<file path="config.mk">
export PLATFORM = sky130hd
export DESIGN_NAME = command_frame_receiver
export DESIGN_NICKNAME = d
export VERILOG_FILES = /design/src/rtl/core/cfr_pkg.sv /design/src/rtl/core/cfr_ram.sv /design/src/rtl/core/command_frame_receiver.sv
export VERILOG_INCLUDE_DIRS = /design/src /design/src/rtl/core
export SDC_FILE = /design/constraint.sdc
export NUM_CORES = 1
export LEC_CHECK = 0
export ABC_AREA = 1
export ABC_CLOCK_PERIOD_IN_PS = 3950
export BUFFER_PORTS_ARGS = -buffer_cell sky130_fd_sc_hd__buf_2
export CAP_MARGIN = 20
export CORE_UTILIZATION = 50
export CTS_CLUSTER_DIAMETER = 80
export DETAILED_ROUTE_END_ITERATION = 8
export PLACE_DENSITY = 0.75
export SLEW_MARGIN = 20
export SYNTH_ARGS = -nofsm -noshare
export SYNTH_HDL_FRONTEND = slang
export SYNTH_HIERARCHICAL = 1
export SYNTH_SLANG_ARGS = --single-unit
</file>
<file path="constraint.sdc">
create_clock -name i_clk -period 3.95 [get_ports i_clk]
set_clock_uncertainty 0.2 [all_clocks]
set_input_delay 0.1975 -clock i_clk [delete_from_list [all_inputs] [get_ports i_clk]]
set_output_delay 0.1975 -clock i_clk [all_outputs]
set_load 0.005 [all_outputs]
</file>
<file path="src/rtl/core/assert_macros.svh">
// assert_macros.svh: assertion macros shared by the RTL of the frame receiver.
// Depends on nothing; included by files that carry concurrent assertions.
`ifndef ASSERT_MACROS_SVH
`define ASSERT_MACROS_SVH

// same-cycle implication, held off during reset
`define ASSERT_IMPLY(label, clk, rst_n, ante, cons) \
    label: assert property (@(posedge clk) disable iff (!rst_n) (ante) |-> (cons)) \
        else $error("assertion failed");

// next-cycle implication, held off during reset
`define ASSERT_NEXT(label, clk, rst_n, ante, cons) \
    label: assert property (@(posedge clk) disable iff (!rst_n) (ante) |=> (cons)) \
        else $error("assertion failed");

`endif

</file>
<file path="src/rtl/core/cfr_pkg.sv">
// cfr_pkg: item types, event codes and register map of the frame receiver.
// Depends on nothing; used by command_frame_receiver.
package cfr_pkg;

    // event reported with every item
    typedef enum logic [2:0] {
        EV_NONE      = 3'd0,
        EV_OK        = 3'd1,
        EV_BAD_TAIL  = 3'd2,
        EV_BAD_CHECK = 3'd3,
        EV_BAD_CMD   = 3'd4
    } t_event;

    // configuration register indexes
    localparam int CFG_IDX_W = 3;
    localparam logic [CFG_IDX_W-1:0] CFG_HEADER_FIRST  = 3'd0;
    localparam logic [CFG_IDX_W-1:0] CFG_HEADER_SECOND = 3'd1;
    localparam logic [CFG_IDX_W-1:0] CFG_TAIL_FIRST    = 3'd2;
    localparam logic [CFG_IDX_W-1:0] CFG_TAIL_SECOND   = 3'd3;
    localparam logic [CFG_IDX_W-1:0] CFG_POWER_COMMAND = 3'd4;

    // register reset values
    localparam logic [7:0] RST_HEADER_FIRST  = 8'd171;
    localparam logic [7:0] RST_HEADER_SECOND = 8'd205;
    localparam logic [7:0] RST_TAIL_FIRST    = 8'd0;
    localparam logic [7:0] RST_TAIL_SECOND   = 8'd0;
    localparam logic [7:0] RST_POWER_COMMAND = 8'd0;

    typedef struct packed {
        logic [1:0] port;
        logic [7:0] data_byte;
    } t_in_item;

    typedef struct packed {
        logic [1:0] source_port;
        t_event     event_res;
        logic       power_enable;
    } t_out_item;

endpackage

</file>
<file path="src/rtl/core/cfr_ram.sv">
// cfr_ram: generic single-clock RAM, one write and one registered read port.
// Depends on nothing; read returns the old data when it meets a write.
module cfr_ram #(
    parameter int WIDTH = 8,
    parameter int DEPTH = 4
) (
    input  logic                                       i_clk,
    input  logic                                       i_we,
    input  logic [(DEPTH > 1 ? $clog2(DEPTH) : 1)-1:0] i_waddr,
    input  logic [WIDTH-1:0]                           i_wdata,
    input  logic                                       i_re,
    input  logic [(DEPTH > 1 ? $clog2(DEPTH) : 1)-1:0] i_raddr,
    output logic [WIDTH-1:0]                           o_rdata
);

    logic [WIDTH-1:0] r_mem [DEPTH];
    logic [WIDTH-1:0] r_rdata;

    always_ff @(posedge i_clk) begin
        if (i_we) begin
            r_mem[i_waddr] <= i_wdata;
        end
        if (i_re) begin
            r_rdata <= r_mem[i_raddr];
        end
    end

    assign o_rdata = r_rdata;

endmodule

</file>
<file path="src/rtl/core/command_frame_receiver.sv">
// command_frame_receiver: per-port command frame parser with shared power enable.
// Depends on cfr_pkg, cfr_ram and assert_macros.svh.
//
//  channel | direction | handshake              | payload
//  --------+-----------+------------------------+-----------------------------
//  in      | in        | i_in_valid/o_in_ready  | i_in_item  (port, byte)
//  out     | out       | o_out_valid/i_out_ready| o_out_item (port, event, power)
//  cfg     | in        | i_cfg_valid/o_cfg_ready| i_cfg_index, i_cfg_data
//
// One item per cycle while the output is not stalled; each item taken is held in
// stage 1 for its per-port record read, then updated into the output register.
// A byte on the same port in the very next cycle gets the record by forwarding.
// Reset clears per-port valid flags, so every port starts hunting for a header.
// A stalled output stops the update stage and, behind it, the input.
`include "assert_macros.svh"

module command_frame_receiver #(
    parameter int FRAME_LEN = 8,
    parameter int CMD_POS   = 2,
    parameter int CTRL_POS  = 3,
    parameter int CHECK_POS = 4,
    parameter int PORTS     = 3
) (
    input  logic                           i_clk,
    input  logic                           i_rst_n,
    input  logic                           i_in_valid,
    output logic                           o_in_ready,
    input  cfr_pkg::t_in_item              i_in_item,
    output logic                           o_out_valid,
    input  logic                           i_out_ready,
    output cfr_pkg::t_out_item             o_out_item,
    input  logic                           i_cfg_valid,
    output logic                           o_cfg_ready,
    input  logic [cfr_pkg::CFG_IDX_W-1:0]  i_cfg_index,
    input  logic [7:0]                     i_cfg_data
);

    localparam int PW = $clog2(FRAME_LEN);
    localparam int AW = (PORTS > 1) ? $clog2(PORTS) : 1;
    // record: position, command byte, first tail byte, ctrl nonzero, check nonzero
    localparam int RW = PW + 18;
    localparam logic [3:0] PORTS_W = 4'(PORTS);

    // configuration registers
    logic [7:0] r_hdr1, r_hdr2, r_tail1, r_tail2, r_pcmd;

    always_ff @(posedge i_clk) begin
        if (!i_rst_n) begin
            r_hdr1  <= cfr_pkg::RST_HEADER_FIRST;
            r_hdr2  <= cfr_pkg::RST_HEADER_SECOND;
            r_tail1 <= cfr_pkg::RST_TAIL_FIRST;
            r_tail2 <= cfr_pkg::RST_TAIL_SECOND;
            r_pcmd  <= cfr_pkg::RST_POWER_COMMAND;
        end else if (i_cfg_valid) begin
            unique case (i_cfg_index)
                cfr_pkg::CFG_HEADER_FIRST:  r_hdr1  <= i_cfg_data;
                cfr_pkg::CFG_HEADER_SECOND: r_hdr2  <= i_cfg_data;
                cfr_pkg::CFG_TAIL_FIRST:    r_tail1 <= i_cfg_data;
                cfr_pkg::CFG_TAIL_SECOND:   r_tail2 <= i_cfg_data;
                cfr_pkg::CFG_POWER_COMMAND: r_pcmd  <= i_cfg_data;
                default: ;
            endcase
        end
    end

    assign o_cfg_ready = 1'b1;

    // pipeline control
    logic              r_s1_vld, r_out_vld;
    logic              s1_move, in_acc, ram_we;
    cfr_pkg::t_in_item r_s1_item;
    logic              r_s1_rng, r_s1_init, r_hit;
    logic [RW-1:0]     r_hit_rec, rd_rec, n_rec;
    logic [AW-1:0]     in_addr, s1_addr;
    logic [PORTS-1:0]  r_init;
    cfr_pkg::t_out_item r_out;
    logic              r_pwr, n_pwr;
    cfr_pkg::t_event   n_ev;

    assign s1_move    = r_s1_vld && (!r_out_vld || i_out_ready);
    assign o_in_ready = !r_s1_vld || s1_move;
    assign in_acc     = i_in_valid && o_in_ready;
    assign in_addr    = AW'(i_in_item.port);
    assign s1_addr    = AW'(r_s1_item.port);
    assign ram_we     = s1_move && r_s1_rng;

    // per-port record store
    cfr_ram #(.WIDTH(RW), .DEPTH(PORTS)) u_rec_ram (
        .i_clk   (i_clk),
        .i_we    (ram_we),
        .i_waddr (s1_addr),
        .i_wdata (n_rec),
        .i_re    (in_acc),
        .i_raddr (in_addr),
        .o_rdata (rd_rec)
    );

    // stage 1 capture, with forwarding of a write that lands with the read
    always_ff @(posedge i_clk) begin
        if (!i_rst_n) begin
            r_s1_vld <= 1'b0;
        end else if (in_acc) begin
            r_s1_vld <= 1'b1;
        end else if (s1_move) begin
            r_s1_vld <= 1'b0;
        end
    end

    always_ff @(posedge i_clk) begin
        if (in_acc) begin
            r_s1_item <= i_in_item;
            r_s1_rng  <= 4'(i_in_item.port) < PORTS_W;
            r_s1_init <= r_init[in_addr];
            r_hit     <= ram_we && (s1_addr == in_addr);
            r_hit_rec <= n_rec;
        end
    end

    // record valid flags: an unwritten port reads as position zero
    always_ff @(posedge i_clk) begin
        if (!i_rst_n) begin
            r_init <= '0;
        end else if (ram_we) begin
            r_init[s1_addr] <= 1'b1;
        end
    end

    // frame update and judgement
    always_comb begin
        logic [RW-1:0] cur;
        logic [PW-1:0] pos, n_pos;
        logic [7:0]    c, cmd, tl1;
        logic          ctrl_nz, chk_nz;
        cur     = r_hit ? r_hit_rec : (r_s1_init ? rd_rec : '0);
        pos     = cur[RW-1 -: PW];
        cmd     = cur[17:10];
        tl1     = cur[9:2];
        ctrl_nz = cur[1];
        chk_nz  = cur[0];
        c       = r_s1_item.data_byte;
        n_pos   = pos;
        n_ev    = cfr_pkg::EV_NONE;
        n_pwr   = r_pwr;
        if (pos == '0) begin
            // hunting for the first header byte; flags start clear
            cmd     = '0;
            tl1     = '0;
            ctrl_nz = 1'b0;
            chk_nz  = 1'b0;
            if (c == r_hdr1) begin
                n_pos = PW'(1);
            end
        end else if (pos == PW'(1)) begin
            if (c == r_hdr2) begin
                n_pos = PW'(2);
            end else if (c != r_hdr1) begin
                n_pos = '0;
            end
        end else begin
            // body byte: keep only what the judgement needs
            if (32'(pos) == CMD_POS) begin
                cmd = c;
            end
            if (32'(pos) == FRAME_LEN - 2) begin
                tl1 = c;
            end
            if (32'(pos) == CTRL_POS) begin
                ctrl_nz = (c != '0);
            end
            if (32'(pos) == CHECK_POS || 32'(pos) == CHECK_POS + 1) begin
                chk_nz = chk_nz || (c != '0);
            end
            if (32'(pos) == FRAME_LEN - 1) begin
                n_pos = '0;
                priority if (tl1 != r_tail1 || c != r_tail2) begin
                    n_ev = cfr_pkg::EV_BAD_TAIL;
                end else if (chk_nz) begin
                    n_ev = cfr_pkg::EV_BAD_CHECK;
                end else if (cmd != r_pcmd) begin
                    n_ev = cfr_pkg::EV_BAD_CMD;
                end else begin
                    n_ev  = cfr_pkg::EV_OK;
                    n_pwr = ctrl_nz;
                end
            end else begin
                n_pos = pos + PW'(1);
            end
        end
        if (!r_s1_rng) begin
            n_ev  = cfr_pkg::EV_NONE;
            n_pwr = r_pwr;
        end
        n_rec = {n_pos, cmd, tl1, ctrl_nz, chk_nz};
    end

    // power level and output register
    always_ff @(posedge i_clk) begin
        if (!i_rst_n) begin
            r_pwr     <= 1'b0;
            r_out_vld <= 1'b0;
        end else begin
            if (s1_move) begin
                r_pwr     <= n_pwr;
                r_out_vld <= 1'b1;
            end else if (i_out_ready) begin
                r_out_vld <= 1'b0;
            end
        end
    end

    always_ff @(posedge i_clk) begin
        if (s1_move) begin
            r_out.source_port  <= r_s1_item.port;
            r_out.event_res    <= n_ev;
            r_out.power_enable <= n_pwr;
        end
    end

    assign o_out_valid = r_out_vld;
    assign o_out_item  = r_out;

    // checks
    `ASSERT_IMPLY(a_full_accept_moves, i_clk, i_rst_n, in_acc && r_s1_vld, s1_move)
    `ASSERT_IMPLY(a_write_in_range, i_clk, i_rst_n, ram_we, r_s1_rng && r_s1_vld)
    `ASSERT_NEXT(a_power_follows_ok, i_clk, i_rst_n, s1_move && (n_ev == cfr_pkg::EV_OK), r_pwr == $past(n_rec[1]))

endmodule
</file>
==> summary.txt <==
R2R Path End - o_out_item[0]
WP data required - 3.94 ns
Startpoint Class - flop
Achievable frequency - 288 MHz
CP delay by family, top - simple AND/OR/NAND/NOR gates
Synth Net Count - 893
Starting Density - 51.6%
Min-delay worst type - input port to flop
Hold path endpoint - r_hdr1[5]
Crit path max fanout - 13
Die Span X - 128 um
Buf/Inv on CP - 4
Grt ovf - 0
First-pass GRT wire length - 28200 um
Async SR Flop Fraction - 0%
Slew @ Worst Pin - 0.943 ns
Total GRT Usage - 23.2%
Post-DP HPWL - 11500 um
R2r startpoint - r_s1_init
Setup TNS - 0 ns
CTS Sinks - 170
Tot Pwr - 4.21 mW
H-tree level count - 4
Dpl cells - 1081
Number of enable flip-flop cells after synthesis - 124
Die area - 16300 um2
Vias in the first global route - 5466
RSZ-0062 raised after global routing - false
Largest net degree at the start of global routing - 43
Largest stage delay on the critical path - 0.57 ns
Vias per cell - 5.16
Status - completed
Antenna cells - 0
Max clock buf depth - 2
Top Ports - 35
Hold Violations, Final - 0
Max cap viols - 0
IO buf count - 33
Maximum VDD drop - 336 uV
Share of cells above drive strength 1 - 11.1%
Number of synthesized register bits - 170
Tcrit/Tclk final - 88.0%
Post-route ant nets - 0
CTS tree - built
CORE AREA - 15300 um2
Sequential area share after synthesis - 58.7%
Worst-path clk slew - 0.07 ns
WL/cell - 15.4 um
Synth Flop Type - edfxtp_1
Slowest cell on the critical path - edfxtp_1
Element type at the critical path end - flop
Filler Cell Count - 1310
Worst Path Arrival - 3.47 ns
Storage element area - 4640 um2
Synthesized area - 7910 um2
Area of the multi-input gates - 2630 um2
Final Setup Violations - 0
Leak Pwr - 3.89 nW
CTS Buf Count - 17
DRT iter0 DRCs - 459
Std cell rows - 45
Syn Area/Cell - 9.19 um2
First-pass iteration count of the detailed router - 7
Final hold slack - 0.0762 ns
Ys Warns - 6
Crit path depth - 16
Mapped Cells - 861
Worst-path cell chain - inv_2 -> nor2_4 -> a22oi_1 -> inv_1 -> ha_1 -> nand3_4 -> inv_1 -> nand2_1 -> nand3_1 -> nand2_1 -> nor2_1 -> nand2_1 -> nor2_2 -> nand4_1 -> nand2_1 -> inv_1
Slew HR - 36.3%
Final Slew Violations - 0
Clock root buffer master - clkbuf_16
WS Path Type - flop to flop
Fin area - 9000 um2
Critical Path Start - r_s1_init
Resized Gates After CTS - 0
Layout Cells excl Fill - 1133
RD Place Congestion - 0.940
Hold path depth - 2
Drt drc - 0
Chip Height - 128 um
Placed Area - 8210 um2
HP Start - i_rst_n
Vias - 5841
Most used cell, CP - nand2_1
Number of distinct library cells after synthesis - 40
Fin nets - 941
Fin crit period - 3.48 ns
Final wirelength - 17500 um
Area Growth Syn to Fin - 13.8%
Clk_lat worst skew - 0.43 ns
Initial antenna violation count - 0
Reg2Reg Depth - 16
Cell Pwr Density - 468 nW/um2
Reg-to-reg setup timing slack - 0.47 ns
-- synthesized netlist by cell type (7+ instances only) --
| master | instances | area (um2) |
|---|---|---|
| nor2_1 | 56 | 210 |
| edfxtp_1 | 124 | 3720 |
| a21oi_1 | 34 | 170 |
| clkbuf_1 | 9 | 33.8 |
| inv_1 | 111 | 417 |
| nand3_2 | 9 | 90.1 |
| buf_2 | 11 | 55.1 |
| nand2_1 | 250 | 938 |
| xnor2_1 | 16 | 140 |
| dfxtp_1 | 46 | 921 |
| o21ai_1 | 7 | 35.0 |
| o21ai_0 | 43 | 215 |
| nand3_1 | 67 | 335 |
| buf_6 | 7 | 78.8 |
| nand4_1 | 11 | 68.8 |
-- cell usage in the layout (no fill, tap or decap), types with 6 or more instances in the layout --
cell           count
o21ai_0           43
dfxtp_1           46
edfxtp_1         124
o21ai_1            7
nand2_2            6
nand3_1           67
buf_2             33
nand3_2            9
a31oi_1            6
xnor2_1           16
a21oi_1           34
nand2_1          250
inv_1            110
buf_4              9
ha_1               6
nand4_1           11
dlygate4sd3_1     20
nor2_1            55
clkbuf_16         17
-- layer usage --
metal	track usage, %	vias to the layer above	share of wire (%)
met5	0	-	0
met4	7.61	0	1.6
met3	5.59	23	6.9
met2	37.7	213	47
met1	30.7	2694	44
li1	-	2911	-
-- timing repair --
action | 4_1_cts | 5_1_grt
hold buffers | 20 | 0
endpoints found under the hold margin | 49 | 0
buffers inserted | 0 | 0
-- flip-flops by register name (all words and copies together), names as in the netlist --
register           flops
s1_addr                2
o_out_item             6
u_rec_ram/o_rdata     21
r_pwr                  1
r_s1_rng               1
u_rec_ram/r_mem       63
r_hdr1                 8
r_hdr2                 8
r_hit_rec             21
r_s1_item              8
r_tail2                8
o_out_valid            1
r_s1_vld               1
r_init                 3
r_tail1                8
r_s1_init              1
r_pcmd                 8
r_hit                  1
-- per-stage QoR --
step,util (%),setup slack [ns]
after CTS,58.8,0.474
after global placement,53.6,0.577
after detailed placement,53.6,0.490
after floorplan,-,0.953
final,58.8,0.474
after global routing,58.8,0.0728
-- layout make-up --
cell class | count | area share (%)
clock inverters | 14 | 1.86
inverters | 115 | 4.88
repair buffers | 62 | 4.81
multi-input cells | 543 | 29.2
flip-flops and latches | 170 | 51.6
clock buffers | 18 | 4.77
well taps | 211 | 2.93
-- worst max path at each step --
stage / slack, ns / to
finish: 0.47 / o_out_item[0]
global route: 0.07 / u_rec_ram/r_mem[2][18]
CTS: 0.47 / o_out_item[0]
detailed placement: 0.49 / o_out_item[0]
global placement: 0.58 / o_out_item[0]
floorplan: 0.95 / u_rec_ram/r_mem[1][0]
-- cells by family after synthesis --
logic type               synth area share (%)
AO/OA/AOI/OAI                            6.80
flip-flops                               58.7
XOR/XNOR                                 2.10
adder cells (fa/ha/maj)                 0.949
AND/OR/NAND/NOR                          23.1
buffers and inverters                    8.24
other                                  0.0474
-- power breakdown --
group	leakage [nW]	total, mW	internal, mW	switching (mW)
Sequential	1.56	2.08	2.03	0.0509
Clock	0.292	1.69	0.997	0.693
Combinational	2.04	0.441	0.144	0.297
Total	3.89	4.21	3.17	1.04
Note: power is estimated with default switching activity, not from simulation.
